**src/rtl/core/lifs_pkg.sv**
```systemverilog
`timescale 1ns / 1ps
`default_nettype none
// ----------------------------------------------------------------------------
// lifs_pkg: shared types and constants of the lamp ignition sequencer
// Field widths, phase and register codes, and the timing helpers that the
// sequencer modules and the checker use.
// ----------------------------------------------------------------------------
package lifs_pkg;

    // Width of every duration, pause and elapsed-time counter.
    localparam int TIME_BITS  = 10;
    localparam int CFG_BITS   = 10;
    localparam int LEVEL_BITS = 7;
    localparam int PHASE_BITS = 3;
    localparam int COUNT_BITS = 3;
    localparam int TGT_BITS   = 8;
    localparam int RAND_BITS  = 16;
    localparam int CIDX_BITS  = 2;
    localparam int FACT_BITS  = 7;
    localparam int PROD_BITS  = TIME_BITS + FACT_BITS;

    localparam logic [TIME_BITS-1:0] TIME_MAX = '1;

    // Phase codes.
    localparam logic [PHASE_BITS-1:0] PH_IDLE   = 3'd0;
    localparam logic [PHASE_BITS-1:0] PH_WARMUP = 3'd1;
    localparam logic [PHASE_BITS-1:0] PH_ON     = 3'd2;
    localparam logic [PHASE_BITS-1:0] PH_OFF    = 3'd3;
    localparam logic [PHASE_BITS-1:0] PH_STAB   = 3'd4;

    // Request codes.
    localparam logic REQ_START = 1'b0;
    localparam logic REQ_TICK  = 1'b1;

    // Configuration register indexes.
    localparam logic [CIDX_BITS-1:0] CFG_INITIAL_PAUSE  = 2'd0;
    localparam logic [CIDX_BITS-1:0] CFG_MIN_PAUSE      = 2'd1;
    localparam logic [CIDX_BITS-1:0] CFG_STABILIZE_TIME = 2'd2;
    localparam logic [CIDX_BITS-1:0] CFG_GLOW_LEVEL     = 2'd3;

    // Reset values of the configuration registers.
    localparam logic [CFG_BITS-1:0]   RST_INITIAL_PAUSE  = 10'd400;
    localparam logic [CFG_BITS-1:0]   RST_MIN_PAUSE      = 10'd20;
    localparam logic [CFG_BITS-1:0]   RST_STABILIZE_TIME = 10'd150;
    localparam logic [LEVEL_BITS-1:0] RST_GLOW_LEVEL     = 7'd10;

    localparam logic [LEVEL_BITS-1:0] LEVEL_FULL = 7'd100;

    typedef struct packed {
        logic [CFG_BITS-1:0]   initial_pause;
        logic [CFG_BITS-1:0]   min_pause;
        logic [CFG_BITS-1:0]   stabilize_time;
        logic [LEVEL_BITS-1:0] glow_level;
    } t_cfg;

    // Random values already reduced to their ranges.
    typedef struct packed {
        logic [COUNT_BITS-1:0] flicker_count;   // 3..6
        logic [6:0]            on_time;         // 20..79
        logic [9:0]            warmup_time;     // 200..599
        logic [LEVEL_BITS-1:0] flicker_level;   // 50..100
        logic [FACT_BITS-1:0]  decay_factor;    // 60..79
    } t_draws;

    typedef struct packed {
        logic                  req_type;
        logic [TGT_BITS-1:0]   target_power;
        logic [RAND_BITS-1:0]  rand_a;
        logic [RAND_BITS-1:0]  rand_b;
    } t_req;

    typedef struct packed {
        logic [LEVEL_BITS-1:0] brightness;
        logic                  brightness_update;
        logic                  active;
        logic [PHASE_BITS-1:0] phase;
    } t_res;

    // Saturate a duration to the counter width.
    function automatic logic [TIME_BITS-1:0] sat_time(input logic [15:0] v);
        if (v > 16'(TIME_MAX)) begin
            return TIME_MAX;
        end
        return v[TIME_BITS-1:0];
    endfunction

endpackage

`default_nettype wire

```
**src/rtl/core/lifs_ifs.sv**
```systemverilog
`timescale 1ns / 1ps
`default_nettype none
// ----------------------------------------------------------------------------
// lifs_ifs: request and result channels of the lamp ignition sequencer
// Valid/ready channels; a beat moves when valid and ready are both high.
// ----------------------------------------------------------------------------
interface lifs_req_if
    import lifs_pkg::*;
    ();
    logic                 valid;
    logic                 ready;
    logic                 req_type;
    logic [TGT_BITS-1:0]  target_power;
    logic [RAND_BITS-1:0] rand_a;
    logic [RAND_BITS-1:0] rand_b;

    modport source (output valid, output req_type, output target_power,
                    output rand_a, output rand_b, input ready);
    modport sink   (input valid, input req_type, input target_power,
                    input rand_a, input rand_b, output ready);
endinterface

interface lifs_res_if
    import lifs_pkg::*;
    ();
    logic                  valid;
    logic                  ready;
    logic [LEVEL_BITS-1:0] brightness;
    logic                  brightness_update;
    logic                  active;
    logic [PHASE_BITS-1:0] phase;

    modport source (output valid, output brightness, output brightness_update,
                    output active, output phase, input ready);
    modport sink   (input valid, input brightness, input brightness_update,
                    input active, input phase, output ready);
endinterface

`default_nettype wire

```
**src/rtl/core/lamp_ignition_flicker_sequencer.sv**
```systemverilog
`timescale 1ns / 1ps
`default_nettype none
// ----------------------------------------------------------------------------
// lamp_ignition_flicker_sequencer: gas-lamp ignition sequencer
// Start beats restart the ignition; millisecond tick beats walk it through
// warmup, flicker on/off, stabilize and idle. One result beat per request.
// ----------------------------------------------------------------------------
//
//  Channel   Dir   Beat contents                                   Port
//  --------  ----  ----------------------------------------------  --------
//  request   in    req_type, target_power, rand_a, rand_b          i_req
//  result    out   brightness, brightness_update, active, phase    o_res
//  config    in    register index and data, write enable only      i_cfg_*
//
//  A request beat is captured in an input register, processed by the phase
//  machine as it moves into the result register and held there until taken;
//  one beat is accepted every cycle while the result side keeps taking beats.
//  The result register and the input register stall together when the
//  result side holds off ready; nothing is dropped or repeated.
//  Reset is synchronous and active low; it idles the phase machine, empties
//  both registers and loads the configuration defaults.
//
// ----------------------------------------------------------------------------
module lamp_ignition_flicker_sequencer
    import lifs_pkg::*;
(
    input  wire logic                 i_clk,
    input  wire logic                 i_rst_n,
    lifs_req_if.sink                  i_req,
    lifs_res_if.source                o_res,
    input  wire logic                 i_cfg_we,
    input  wire logic [CIDX_BITS-1:0] i_cfg_idx,
    input  wire logic [CFG_BITS-1:0]  i_cfg_data
);

    // Input stage.
    logic   r_in_valid;
    t_req   r_in;

    // Result stage.
    logic   r_out_valid;
    t_res   r_out;

    t_cfg   s_cfg;
    t_draws s_draws;
    t_res   s_res;
    logic   s_advance;
    logic   s_go;
    logic   s_in_ready;

    // The result register can take a new beat when it is empty or draining.
    assign s_advance  = !r_out_valid || o_res.ready;
    assign s_go       = r_in_valid && s_advance;
    assign s_in_ready = !r_in_valid || s_advance;
    assign i_req.ready = s_in_ready;

    always_ff @(posedge i_clk) begin
        if (!i_rst_n) begin
            r_in_valid  <= 1'b0;
            r_out_valid <= 1'b0;
        end else begin
            if (s_in_ready) begin
                r_in_valid <= i_req.valid;
            end
            if (s_advance) begin
                r_out_valid <= r_in_valid;
            end
        end
    end

    // Payload registers carry no reset.
    always_ff @(posedge i_clk) begin
        if (i_req.valid && s_in_ready) begin
            r_in.req_type     <= i_req.req_type;
            r_in.target_power <= i_req.target_power;
            r_in.rand_a       <= i_req.rand_a;
            r_in.rand_b       <= i_req.rand_b;
        end
        if (s_go) begin
            r_out <= s_res;
        end
    end

    lifs_cfg u_cfg (
        .i_clk      (i_clk),
        .i_rst_n    (i_rst_n),
        .i_cfg_we   (i_cfg_we),
        .i_cfg_idx  (i_cfg_idx),
        .i_cfg_data (i_cfg_data),
        .o_cfg      (s_cfg)
    );

    lifs_draw u_draw (
        .i_rand_a (r_in.rand_a),
        .i_rand_b (r_in.rand_b),
        .o_draws  (s_draws)
    );

    // The phase machine advances only on the cycle a beat moves from the input
    // register into the result register; the decayed pause is stored on its own.
    lifs_step u_step (
        .i_clk          (i_clk),
        .i_rst_n        (i_rst_n),
        .i_go           (s_go),
        .i_req_type     (r_in.req_type),
        .i_target_power (r_in.target_power),
        .i_draws        (s_draws),
        .i_cfg          (s_cfg),
        .o_res          (s_res)
    );

    assign o_res.valid             = r_out_valid;
    assign o_res.brightness        = r_out.brightness;
    assign o_res.brightness_update = r_out.brightness_update;
    assign o_res.active            = r_out.active;
    assign o_res.phase             = r_out.phase;

endmodule

`default_nettype wire

```
**src/rtl/core/lifs_cfg.sv**
```systemverilog
`timescale 1ns / 1ps
`default_nettype none
// ----------------------------------------------------------------------------
// lifs_cfg: configuration registers
// Four write-only registers loaded from a simple write port.
// ----------------------------------------------------------------------------
module lifs_cfg
    import lifs_pkg::*;
(
    input  wire logic                 i_clk,
    input  wire logic                 i_rst_n,
    input  wire logic                 i_cfg_we,
    input  wire logic [CIDX_BITS-1:0] i_cfg_idx,
    input  wire logic [CFG_BITS-1:0]  i_cfg_data,
    output t_cfg                      o_cfg
);

    t_cfg r_cfg;
    t_cfg n_cfg;

    always_comb begin
        n_cfg = r_cfg;
        if (i_cfg_we) begin
            unique case (i_cfg_idx)
                CFG_INITIAL_PAUSE:  n_cfg.initial_pause  = i_cfg_data;
                CFG_MIN_PAUSE:      n_cfg.min_pause      = i_cfg_data;
                CFG_STABILIZE_TIME: n_cfg.stabilize_time = i_cfg_data;
                CFG_GLOW_LEVEL:     n_cfg.glow_level     = i_cfg_data[LEVEL_BITS-1:0];
                default:            n_cfg = r_cfg;
            endcase
        end
    end

    always_ff @(posedge i_clk) begin
        if (!i_rst_n) begin
            r_cfg.initial_pause  <= RST_INITIAL_PAUSE;
            r_cfg.min_pause      <= RST_MIN_PAUSE;
            r_cfg.stabilize_time <= RST_STABILIZE_TIME;
            r_cfg.glow_level     <= RST_GLOW_LEVEL;
        end else begin
            r_cfg <= n_cfg;
        end
    end

    assign o_cfg = r_cfg;

endmodule

`default_nettype wire

```
**src/rtl/core/lifs_draw.sv**
```systemverilog
`timescale 1ns / 1ps
`default_nettype none
// ----------------------------------------------------------------------------
// lifs_draw: range reduction of the random words
// Each draw is lo + (word mod (hi - lo)); the moduli are split into a power
// of two and an odd factor reduced by digit folding or reciprocal multiply.
// ----------------------------------------------------------------------------
module lifs_draw
    import lifs_pkg::*;
(
    input  wire logic [RAND_BITS-1:0] i_rand_a,
    input  wire logic [RAND_BITS-1:0] i_rand_b,
    output t_draws                    o_draws
);

    // rand_a[15:2] mod 15 and mod 5: 16 is 1 modulo both, so nibbles add up.
    logic [5:0]  s_nib;
    logic [4:0]  s_fold;
    logic [3:0]  s_m15;
    logic [2:0]  s_m5;

    // rand_b[15:4] mod 25 through a reciprocal multiply (exact for 12 bits).
    logic [11:0] s_hi12;
    logic [22:0] s_recip;
    logic [7:0]  s_q25;
    logic [11:0] s_r25;

    // rand_b mod 51: 256 is 1 modulo 51, so bytes add up.
    logic [8:0]  s_byte;
    logic [8:0]  s_byte2;
    logic [7:0]  s_b8;
    logic [5:0]  s_m51;

    always_comb begin
        s_nib  = 6'(i_rand_a[5:2]) + 6'(i_rand_a[9:6]) + 6'(i_rand_a[13:10])
               + 6'(i_rand_a[15:14]);
        s_fold = 5'(s_nib[5:4]) + 5'(s_nib[3:0]);
        s_m15  = (s_fold >= 5'd15) ? 4'(s_fold - 5'd15) : s_fold[3:0];
        priority if (s_m15 >= 4'd10) begin
            s_m5 = 3'(s_m15 - 4'd10);
        end else if (s_m15 >= 4'd5) begin
            s_m5 = 3'(s_m15 - 4'd5);
        end else begin
            s_m5 = s_m15[2:0];
        end

        s_hi12  = i_rand_b[15:4];
        s_recip = 23'(s_hi12) * 23'd1311;
        s_q25   = s_recip[22:15];
        s_r25   = s_hi12 - (12'(s_q25) * 12'd25);

        s_byte  = 9'(i_rand_b[15:8]) + 9'(i_rand_b[7:0]);
        s_byte2 = 9'(s_byte[8]) + 9'(s_byte[7:0]);
        s_b8    = s_byte2[7:0];
        priority if (s_b8 >= 8'd255) begin
            s_m51 = 6'(s_b8 - 8'd255);
        end else if (s_b8 >= 8'd204) begin
            s_m51 = 6'(s_b8 - 8'd204);
        end else if (s_b8 >= 8'd153) begin
            s_m51 = 6'(s_b8 - 8'd153);
        end else if (s_b8 >= 8'd102) begin
            s_m51 = 6'(s_b8 - 8'd102);
        end else if (s_b8 >= 8'd51) begin
            s_m51 = 6'(s_b8 - 8'd51);
        end else begin
            s_m51 = s_b8[5:0];
        end

        o_draws.flicker_count = 3'(i_rand_a[1:0]) + 3'd3;
        o_draws.on_time       = 7'd20 + 7'({s_m15, i_rand_a[1:0]});
        o_draws.decay_factor  = 7'd60 + 7'({s_m5, i_rand_a[1:0]});
        o_draws.warmup_time   = 10'd200 + 10'({s_r25[4:0], i_rand_b[3:0]});
        o_draws.flicker_level = 7'd50 + 7'(s_m51);
    end

endmodule

`default_nettype wire

```
**src/rtl/core/lifs_step.sv**
```systemverilog
`timescale 1ns / 1ps
`default_nettype none
// ----------------------------------------------------------------------------
// lifs_step: ignition phase machine
// Holds the sequence state and forms one result for each item it is given.
// The decayed pause is divided by 100 in the cycle after the flicker-off
// step, which is always before the next flicker-off step needs it.
// ----------------------------------------------------------------------------
module lifs_step
    import lifs_pkg::*;
(
    input  wire logic                i_clk,
    input  wire logic                i_rst_n,
    input  wire logic                i_go,
    input  wire logic                i_req_type,
    input  wire logic [TGT_BITS-1:0] i_target_power,
    input  t_draws                   i_draws,
    input  t_cfg                     i_cfg,
    output t_res                     o_res
);

    logic [PHASE_BITS-1:0] r_phase,   n_phase;
    logic [LEVEL_BITS-1:0] r_target,  n_target;
    logic [COUNT_BITS-1:0] r_flicks,  n_flicks;
    logic [TIME_BITS-1:0]  r_pause,   n_pause;
    logic [TIME_BITS-1:0]  r_step,    n_step;
    logic [TIME_BITS-1:0]  r_elapsed, n_elapsed;
    logic [PROD_BITS-1:0]  r_prod,    n_prod;
    logic                  r_pend,    n_pend;

    logic [PHASE_BITS-1:0] s_ph;
    logic [TIME_BITS-1:0]  s_el_inc;
    logic [PROD_BITS-3:0]  s_quarter;
    logic [PROD_BITS+10:0] s_div_mul;
    logic [TIME_BITS-1:0]  s_div100;
    logic [TIME_BITS-1:0]  s_floor;
    logic [TIME_BITS-1:0]  s_settled;
    logic [COUNT_BITS-1:0] s_fl_dec;
    logic [8:0]            s_tgt4;
    logic [16:0]           s_stab_mul;
    logic [LEVEL_BITS-1:0] s_stab_lvl;
    logic [LEVEL_BITS-1:0] s_glow;

    function automatic logic [PHASE_BITS-1:0] ph_norm(input logic [PHASE_BITS-1:0] p);
        if (p >= PH_WARMUP && p <= PH_STAB) begin
            return p;
        end
        return PH_IDLE;
    endfunction

    always_comb begin
        s_ph     = ph_norm(r_phase);
        s_el_inc = (r_elapsed < TIME_MAX) ? r_elapsed + 1'b1 : r_elapsed;

        // prod / 100 = (prod / 4) / 25, the latter by reciprocal 5243 / 2^17.
        s_quarter = r_prod[PROD_BITS-1:2];
        s_div_mul = (PROD_BITS+11)'(s_quarter) * (PROD_BITS+11)'(5243);
        s_div100  = s_div_mul[17 +: TIME_BITS];
        s_floor   = sat_time(16'(i_cfg.min_pause));
        s_settled = (s_div100 < s_floor) ? s_floor : s_div100;

        s_fl_dec = (r_flicks != '0) ? r_flicks - 1'b1 : r_flicks;

        // target * 4 / 5 through reciprocal 205 / 2^10, exact for these values.
        s_tgt4     = {r_target, 2'b00};
        s_stab_mul = 17'(s_tgt4) * 17'd205;
        s_stab_lvl = s_stab_mul[16:10];

        s_glow = (i_cfg.glow_level > LEVEL_FULL) ? LEVEL_FULL : i_cfg.glow_level;

        n_phase   = r_phase;
        n_target  = r_target;
        n_flicks  = r_flicks;
        n_step    = r_step;
        n_elapsed = r_elapsed;
        n_prod    = r_prod;
        n_pend    = 1'b0;
        n_pause   = r_pend ? s_settled : r_pause;

        o_res = '0;

        if (i_go) begin
            if (i_req_type == REQ_START) begin
                n_target  = (i_target_power > 8'(LEVEL_FULL)) ? LEVEL_FULL
                                                               : i_target_power[6:0];
                n_flicks  = i_draws.flicker_count;
                n_pause   = sat_time(16'(i_cfg.initial_pause));
                n_phase   = PH_WARMUP;
                n_step    = sat_time(16'(i_draws.warmup_time));
                n_elapsed = '0;
                o_res.brightness        = s_glow;
                o_res.brightness_update = 1'b1;
                o_res.active            = 1'b1;
            end else if (s_ph != PH_IDLE) begin
                o_res.active = 1'b1;
                n_elapsed    = s_el_inc;
                if (s_el_inc >= r_step) begin
                    n_elapsed = '0;
                    o_res.brightness_update = 1'b1;
                    unique case (s_ph)
                        PH_WARMUP: begin
                            n_phase = PH_ON;
                            n_step  = sat_time(16'(i_draws.on_time));
                            o_res.brightness = i_draws.flicker_level;
                        end
                        PH_ON: begin
                            n_phase = PH_OFF;
                            n_step  = r_pause;
                            n_prod  = PROD_BITS'(r_pause) * PROD_BITS'(i_draws.decay_factor);
                            n_pend  = 1'b1;
                            o_res.brightness = '0;
                        end
                        PH_OFF: begin
                            n_flicks = s_fl_dec;
                            if (s_fl_dec != '0) begin
                                n_phase = PH_ON;
                                n_step  = sat_time(16'(i_draws.on_time));
                                o_res.brightness = i_draws.flicker_level;
                            end else begin
                                n_phase = PH_STAB;
                                n_step  = sat_time(16'(i_cfg.stabilize_time));
                                o_res.brightness = s_stab_lvl;
                            end
                        end
                        default: begin
                            n_phase = PH_IDLE;
                            o_res.brightness = r_target;
                        end
                    endcase
                end
            end
            o_res.phase = ph_norm(n_phase);
        end
    end

    always_ff @(posedge i_clk) begin
        if (!i_rst_n) begin
            r_phase   <= PH_IDLE;
            r_target  <= '0;
            r_flicks  <= '0;
            r_pause   <= '0;
            r_step    <= '0;
            r_elapsed <= '0;
            r_pend    <= 1'b0;
        end else begin
            r_phase   <= n_phase;
            r_target  <= n_target;
            r_flicks  <= n_flicks;
            r_pause   <= n_pause;
            r_step    <= n_step;
            r_elapsed <= n_elapsed;
            r_pend    <= n_pend;
        end
    end

    always_ff @(posedge i_clk) begin
        r_prod <= n_prod;
    end

endmodule

`default_nettype wire

```
**src/flat_wrapper.sv**
```systemverilog
// flat-port wrapper written by rule: the top's interface ports become plain ports
module lamp_ignition_flicker_sequencer_flat import lifs_pkg::*;
  (i_clk, i_rst_n, i_cfg_we, i_cfg_idx, i_cfg_data, i_req_valid, i_req_req_type, i_req_target_power, i_req_rand_a, i_req_rand_b, i_req_ready, o_res_valid, o_res_brightness, o_res_brightness_update, o_res_active, o_res_phase, o_res_ready);
  lifs_req_if i_req_i ();
  lifs_res_if o_res_i ();
  input  wire logic i_clk;
  input  wire logic i_rst_n;
  input  wire logic i_cfg_we;
  input  wire logic [CIDX_BITS-1:0] i_cfg_idx;
  input  wire logic [CFG_BITS-1:0] i_cfg_data;
  input wire logic [$bits(i_req_i.valid)-1:0] i_req_valid;
  input wire logic [$bits(i_req_i.req_type)-1:0] i_req_req_type;
  input wire logic [$bits(i_req_i.target_power)-1:0] i_req_target_power;
  input wire logic [$bits(i_req_i.rand_a)-1:0] i_req_rand_a;
  input wire logic [$bits(i_req_i.rand_b)-1:0] i_req_rand_b;
  output wire logic [$bits(i_req_i.ready)-1:0] i_req_ready;
  output wire logic [$bits(o_res_i.valid)-1:0] o_res_valid;
  output wire logic [$bits(o_res_i.brightness)-1:0] o_res_brightness;
  output wire logic [$bits(o_res_i.brightness_update)-1:0] o_res_brightness_update;
  output wire logic [$bits(o_res_i.active)-1:0] o_res_active;
  output wire logic [$bits(o_res_i.phase)-1:0] o_res_phase;
  input wire logic [$bits(o_res_i.ready)-1:0] o_res_ready;
  assign i_req_i.valid = i_req_valid;
  assign i_req_i.req_type = i_req_req_type;
  assign i_req_i.target_power = i_req_target_power;
  assign i_req_i.rand_a = i_req_rand_a;
  assign i_req_i.rand_b = i_req_rand_b;
  assign i_req_ready = i_req_i.ready;
  assign o_res_valid = o_res_i.valid;
  assign o_res_brightness = o_res_i.brightness;
  assign o_res_brightness_update = o_res_i.brightness_update;
  assign o_res_active = o_res_i.active;
  assign o_res_phase = o_res_i.phase;
  assign o_res_i.ready = o_res_ready;
  lamp_ignition_flicker_sequencer u_core (.i_clk(i_clk), .i_rst_n(i_rst_n), .i_req(i_req_i), .o_res(o_res_i), .i_cfg_we(i_cfg_we), .i_cfg_idx(i_cfg_idx), .i_cfg_data(i_cfg_data));
endmodule
```
**config.mk**
```make
export PLATFORM = sky130hd
export DESIGN_NAME = lamp_ignition_flicker_sequencer_flat
export DESIGN_NICKNAME = d
export VERILOG_FILES = /design/src/rtl/core/lifs_pkg.sv /design/src/rtl/core/lifs_ifs.sv /design/src/rtl/core/lamp_ignition_flicker_sequencer.sv /design/src/rtl/core/lifs_cfg.sv /design/src/rtl/core/lifs_draw.sv /design/src/rtl/core/lifs_step.sv /design/src/flat_wrapper.sv
export SDC_FILE = /design/constraint.sdc
export NUM_CORES = 1
export LEC_CHECK = 0
export BUFFER_PORTS_ARGS = -buffer_cell sky130_fd_sc_hd__buf_2
export CELL_PAD_IN_SITES_DETAIL_PLACEMENT = 1
export CELL_PAD_IN_SITES_GLOBAL_PLACEMENT = 2
export CORE_ASPECT_RATIO = 0.7
export CORE_UTILIZATION = 46
export CTS_BUF_LIST = sky130_fd_sc_hd__clkbuf_4 sky130_fd_sc_hd__clkbuf_8
export DETAILED_ROUTE_END_ITERATION = 16
export GPL_ROUTABILITY_DRIVEN = 0
export HOLD_SLACK_MARGIN = 0.08
export PLACE_DENSITY = 0.94
export SYNTH_ARGS = -nofsm -noshare
export SYNTH_HDL_FRONTEND = slang
export SYNTH_HIERARCHICAL = 1
export SYNTH_SLANG_ARGS = --single-unit
```
**constraint.sdc**
```tcl
create_clock -name i_clk -period 14.3 [get_ports i_clk]
set_input_delay 1.43 -clock i_clk [delete_from_list [all_inputs] [get_ports i_clk]]
set_output_delay 1.43 -clock i_clk [all_outputs]
set_load 0.05 [all_outputs]
```
# Yosys cells after proc, flatten, opt, wreduce, memory -nomap -nowiden
# Cells that the tools add are included.
[totals]
wordCells = 145
in_bits = 58
out_inout_bits = 14
reg_bits = 153
[op_classes]
add_sub_neg = 22
bitwise_logic = 1
eq_ne = 10
mux = 46
multipliers = 5
reduce_logical = 22
n_lt_le_gt_ge = 17
[op_table]
columns = ["op", "count"]
rows = [
  ["2-to-1 mux 10 bit", 12],
  ["2-to-1 mux 3 bit", 15],
  ["2-to-1 mux 6 bit", 5],
  ["case mux 10 bit (3 select lines)", 1],
  ["multiplier 15 x 13 -> 27 bit (second input constant)", 1],
  ["greater-or-equal comparator 8 bit (second input constant)", 3],
  ["multiplier 12 x 11 -> 23 bit (second input constant)", 1],
  ["2-to-1 mux 7 bit", 3],
  ["case mux 7 bit (3 select lines)", 1],
  ["2-to-1 mux 9 bit", 2],
  ["subtractor 6 bit (second input constant)", 3],
  ["multiplier 10 x 7 -> 17 bit", 1],
  ["multiplier 7 x 8 -> 15 bit (second input constant)", 1],
  ["AND reduction 2 bit", 6],
  ["adder 10 x 1 -> 10 bit (second input constant)", 1],
  ["adder 8 x 9 -> 10 bit (first input constant)", 1],
  ["greater-or-equal comparator 10 bit", 1],
  ["less-than comparator 10 bit", 1],
  ["less-than comparator 10 bit (second input constant)", 1],
  ["AND reduction 5 bit", 2],
  ["adder 8 x 8 -> 9 bit", 1],
  ["case mux 3 bit (3 select lines)", 1],
  ["nonzero test 3 bit", 3],
  ["adder 1 x 8 -> 8 bit", 1],
  ["other kinds (40)", 55],
]

# Depth between registers and ports, before layout
[logic_depth]
word_depth = 14
depth_mapped = 44

# Hierarchy
# Netlist, hierarchy kept.
[modules_own_cells]
columns = ["module", "area_each_um2", "seq_area_each_um2", "cells_each", "n_inst"]
rows = [
  ["lifs_step", 9959.6, 1331.3, 1099, 1],
  ["lifs_draw", 5298.8, 0.0, 643, 1],
  ["lamp_ignition_flicker_sequencer", 1695.4, 1631.6, 62, 1],
  ["lifs_cfg", 1455.1, 740.7, 143, 1],
]

# Least setup slack after synthesis
# No wires, ideal clock.
[synth_timing]
path_kind = "register -> register"
from = "reg u_core/r_in[23] (netlist name)"
to = "reg u_core.u_step.r_prod[15] (data pin)"
n_path_buf = 1
t_arrival_ns = 9.240
path_stages_with_launch = 38
required_ns = 14.042
path_slack_ns = 4.802
cell_sequence = "edfxtp_1 inv_1 fa_1 fa_1 inv_1 ha_1 fa_1 a21o_1 a21o_1 fa_1 ha_1 o21ai_0 a21oi_1 a31oi_1 mux2i_1 ha_1 inv_1 o21ai_0 (+2 left out) a21oi_1 ha_1 ha_1 inv_1 clkbuf_1 nand2_1 fa_1 fa_1 fa_1 inv_1 fa_1 ha_1 a211oi_1 o31ai_1 or4_1 a41o_1 a21oi_1 xnor2_1"
[synth_rtl]
columns = ["item", "line_no", "text"]
rows = [
  ["from (decl)", "lamp_ignition_flicker_sequencer.sv:38", "t_req r_in;"],
  ["to (signal assigned)", "lifs_step.sv:157", "r_prod <= n_prod;"],
  ["to (decl)", "lifs_step.sv:28", "logic [PROD_BITS-1:0] r_prod, n_prod;"],
]

==> key figures <==
Run status
  • Outcome: finished, final reports clean

Critical path
  • CP Capture Type: flop
  • Worst setup SP type: flop
  • CP dominant cell by count: fa_1
  • CP required: 14.56 ns
  • Critical path peak fanout: 12
  • Type of the worst setup path: flop to flop
  • CP max stage delay: 0.78 ns
  • Worst endpoint data arrival time: 11.19 ns
  • Slowest stage cell, crit path: xnor2_1

CTS
  • Post-CTS setup buffers: 0
  • Sink Count: 151
  • TritonCTS buffer count: 17
  • Clock slew at reported path FFs: 0.10 ns
  • TritonCTS clock tree: yes
  • Deepest clock path buffer count: 2
  • Hold_buf cts: 0
  • Post-CTS resize count: 0
  • Cell at the root of the clock tree: clkbuf_8
  • H-tree levels: 4
  • Clk_lat worst skew: 0.50 ns

Floorplanning
  • Initial Utilization: 47.3%
  • Die Y: 169 um
  • FP Rows: 60
  • Die X: 241 um
  • Top Ports: 72
  • Die area: 40800 um2
  • Core region area: 38900 um2

STA
  • Tmin final: 10.92 ns
  • Max_slew headroom: 36.4%
  • Final TNS setup: 0 ns
  • Final setup fails: 0
  • Slew @ Worst Pin: 0.947 ns
  • Final worst-path cycle share: 76.4%
  • Fin. Hold Viols: 0
  • Fmax: 91.5 MHz
  • RSZ-0062 raised after global routing: no
  • Pins Over Slew Limit: 0
  • Worst clock skew: 0.0195 ns

Global route
  • Total grt overflow: 0
  • Vias in the first global route: 15100
  • Antenna violations before repair: 0
  • First-pass GRT wire length: 79.7 mm
  • Overall routing resource usage: 24.9%
  • GRT busiest layer: met2
  • Met3 usage: 3.16%
  • Pin count of the biggest net entering global routing: 71
  • M1 GR Usage: 36.4%
  • Grt met2 use: 39.0%

Detailed routing
  • Drt pass-1 iters: 8
  • Via count: 14000
  • Via density per instance: 5.56
  • Final antenna-violating net count: 0
  • Initial DRC count: 787
  • WL final: 48.2 mm
  • Drt wl/cell: 19.1 um
  • DRC: 0

Finish
  • Layout area overhead: 6.82%
  • Layout net count: 2516
  • Layout cells sized above 1: 8.41%
  • Multi-input logic area: 13000 um2
  • Post-route cell area: 19700 um2
  • Final non-filler cell total: 2525
  • Fillers: 4477
  • Reg area: 3700 um2

Hold path
  • Min-delay worst type: flop to flop

Logic synthesis
  • Post-Synthesis Cells: 1947
  • Prevailing post-synth register cell: dfxtp_1
  • Ys async rst share: 0%
  • Post-synth cell types: 99
  • Synth top area cells: ha_1 21%, fa_1 18%, edfxtp_1 11%
  • Mapped Nets: 2479
  • Seq/Total Area, Yosys: 20.1%
  • Synthesis warning total: 6
  • Cell taking the most area after synthesis: ha_1
  • Yosys reg bits: 151
  • Post-synth EDFFs: 68
  • Share of the synthesized area in the top cell type: 21.0%
  • Mapped Area: 18400 um2
  • Syn Area/Cell: 9.46 um2

Job
  • Max-Cap Viols: 0

Power
  • Combinational group share of total power: 70.5%
  • Psw: 1.52 mW
  • Power Internal: 1.50 mW
  • Leakage power: 9.83 nW
  • Net Sw Frac: 50.3%
  • Power per cell area: 154 nW/um2
  • Clock Power Share: 12.8%
  • VDD IR max: 0.000250 V
  • Sequential power share: 16.7%

Placed design
  • Placed insts: 2492
  • IO buf count: 71
  • Hpwl dp: 39.3 mm
  • Area after DPL: 19200 um2
==> layer usage <==
layer | up-vias | share of wire [%]
met1 | 7057 | 50
met4 | 0 | 1.2
li1 | 6642 | -
met2 | 298 | 44
met5 | - | 0
met3 | 46 | 4.8
==> state kept, by name, summed over array words and instances (netlist names) <==
name and count:
u_core/o_res.active 1, u_core/o_res.brightness 7, u_core/o_res.brightness_update 1, u_core/o_res.phase 3
u_core/o_res.valid 1, u_core/r_in 41, u_core/r_in_valid 1, u_core/u_cfg/o_cfg 37
u_core/u_step/r_elapsed 10, u_core/u_step/r_flicks 3, u_core/u_step/r_pause 10, u_core/u_step/r_pend 1
u_core/u_step/r_phase 3, u_core/u_step/r_prod 15, u_core/u_step/r_step 10, u_core/u_step/r_target 7
==> path summary, 6_finish.rpt <==
| check | startpoint | to | slack [ns] | cells after the start |
|---|---|---|---|---|
| setup / recovery | u_core/r_in[23] | u_core/u_step/r_prod[15] | 3.38 | 35 |
| setup reg to reg | u_core/r_in[23] | u_core/u_step/r_prod[15] | 3.38 | 35 |
| hold reg to reg | u_core/u_cfg/o_cfg[31] | u_core/u_step/r_pause[4] | 0.46 | 2 |
| hold / removal | u_core/u_cfg/o_cfg[31] | u_core/u_step/r_pause[4] | 0.46 | 2 |
==> kinds of logic after synthesis <==
group | after synthesis | share of synthesized area [%]
multiplexers | 54 | 2.98
AND/OR/NAND/NOR | 412 | 11.3
AO/OA/AOI/OAI | 323 | 13.0
adder cells (fa/ha/maj) | 474 | 38.9
XOR/XNOR | 87 | 4.18
flip-flops | 151 | 20.1
buffers and inverters | 446 | 9.46
==> worst max-delay path, delay by kind of cell (launching register included) <==
kind	cells	cell delay, ns
AND/OR/NAND/NOR	2	0.57
buffers and inverters	5	0.51
AO/OA/AOI/OAI	11	2.22
flip-flops	1	0.37
multiplexers	1	0.57
adder cells (fa/ha/maj)	14	5.59
XOR/XNOR	2	0.86
==> per-stage QoR <==
| stage | hold WS, ns | setup slack (ns) | power [mW] | util, % |
|---|---|---|---|---|
| after floorplan | 0.432 | 4.80 | 2.11 | - |
| after global placement | 0.439 | 4.01 | 2.51 | 49.4 |
| after detailed placement | 0.448 | 3.53 | 2.61 | 49.4 |
| after CTS | 0.461 | 3.43 | 3.03 | 50.6 |
| after global routing | 0.495 | 2.76 | 3.32 | 50.6 |
| final | 0.464 | 3.38 | 3.03 | 50.6 |
==> synthesized netlist by cell type, drive strengths merged, types with 41 or more instances <==
cell type and number:
dfxtp 83, inv 380, ha 309, clkbuf 41
xnor2 62, a21oi 62, mux2i 48, nand2 148
fa 165, nor2 64, o21ai 49, edfxtp 68
==> layout make-up <==
type                            instances  share of cell area (%)
Clock inverter                         12                   0.942
Inverter                              382                    7.29
Multi-Input combinational cell       1350                    66.0
Sequential cell                       151                    18.8
Antenna cell                            1                  0.0127
Clock buffer                           20                    1.30
Timing Repair Buffer                   82                    2.23
Tap cell                              527                    3.35
==> power groups by stage <==
| stage | registers (mW) | clock network [mW] | logic [mW] |
|---|---|---|---|
| CTS | 0.507 | 0.395 | 2.12 |
| floorplan | 0.509 | 0 | 1.60 |
| detailed placement | 0.517 | 0 | 2.10 |
| finish | 0.507 | 0.386 | 2.13 |
| global route | 0.510 | 0.412 | 2.40 |
| global placement | 0.515 | 0 | 2.00 |
==> layout by cell type (no fill, tap or decap), types with 6 or more instances in the layout <==
cell type	n
inv_1	379
ha_1	309
fa_1	165
nand2_1	148
dfxtp_1	83
buf_2	71
edfxtp_1	68
nor2_1	64
xnor2_1	62
a21oi_1	59
mux2i_1	48
o21ai_0	39
nand3_1	31
and2_1	29
a21o_1	29
xor2_1	24
nor3_1	24
nor2b_1	22
a211oi_1	18
clkbuf_8	17
a221oi_1	17
a22oi_1	17
a31oi_1	16
and3_1	13
nand4_1	12
nand2b_1	12
buf_4	11
o211ai_1	11
or3_1	11
o21ai_1	9
a221o_1	8
o21a_1	7
inv_6	6
o21bai_1	6
o31ai_1	6
a311oi_1	6
a31o_2	6
a222oi_1	6
Note: power is estimated with default switching activity, not from simulation.
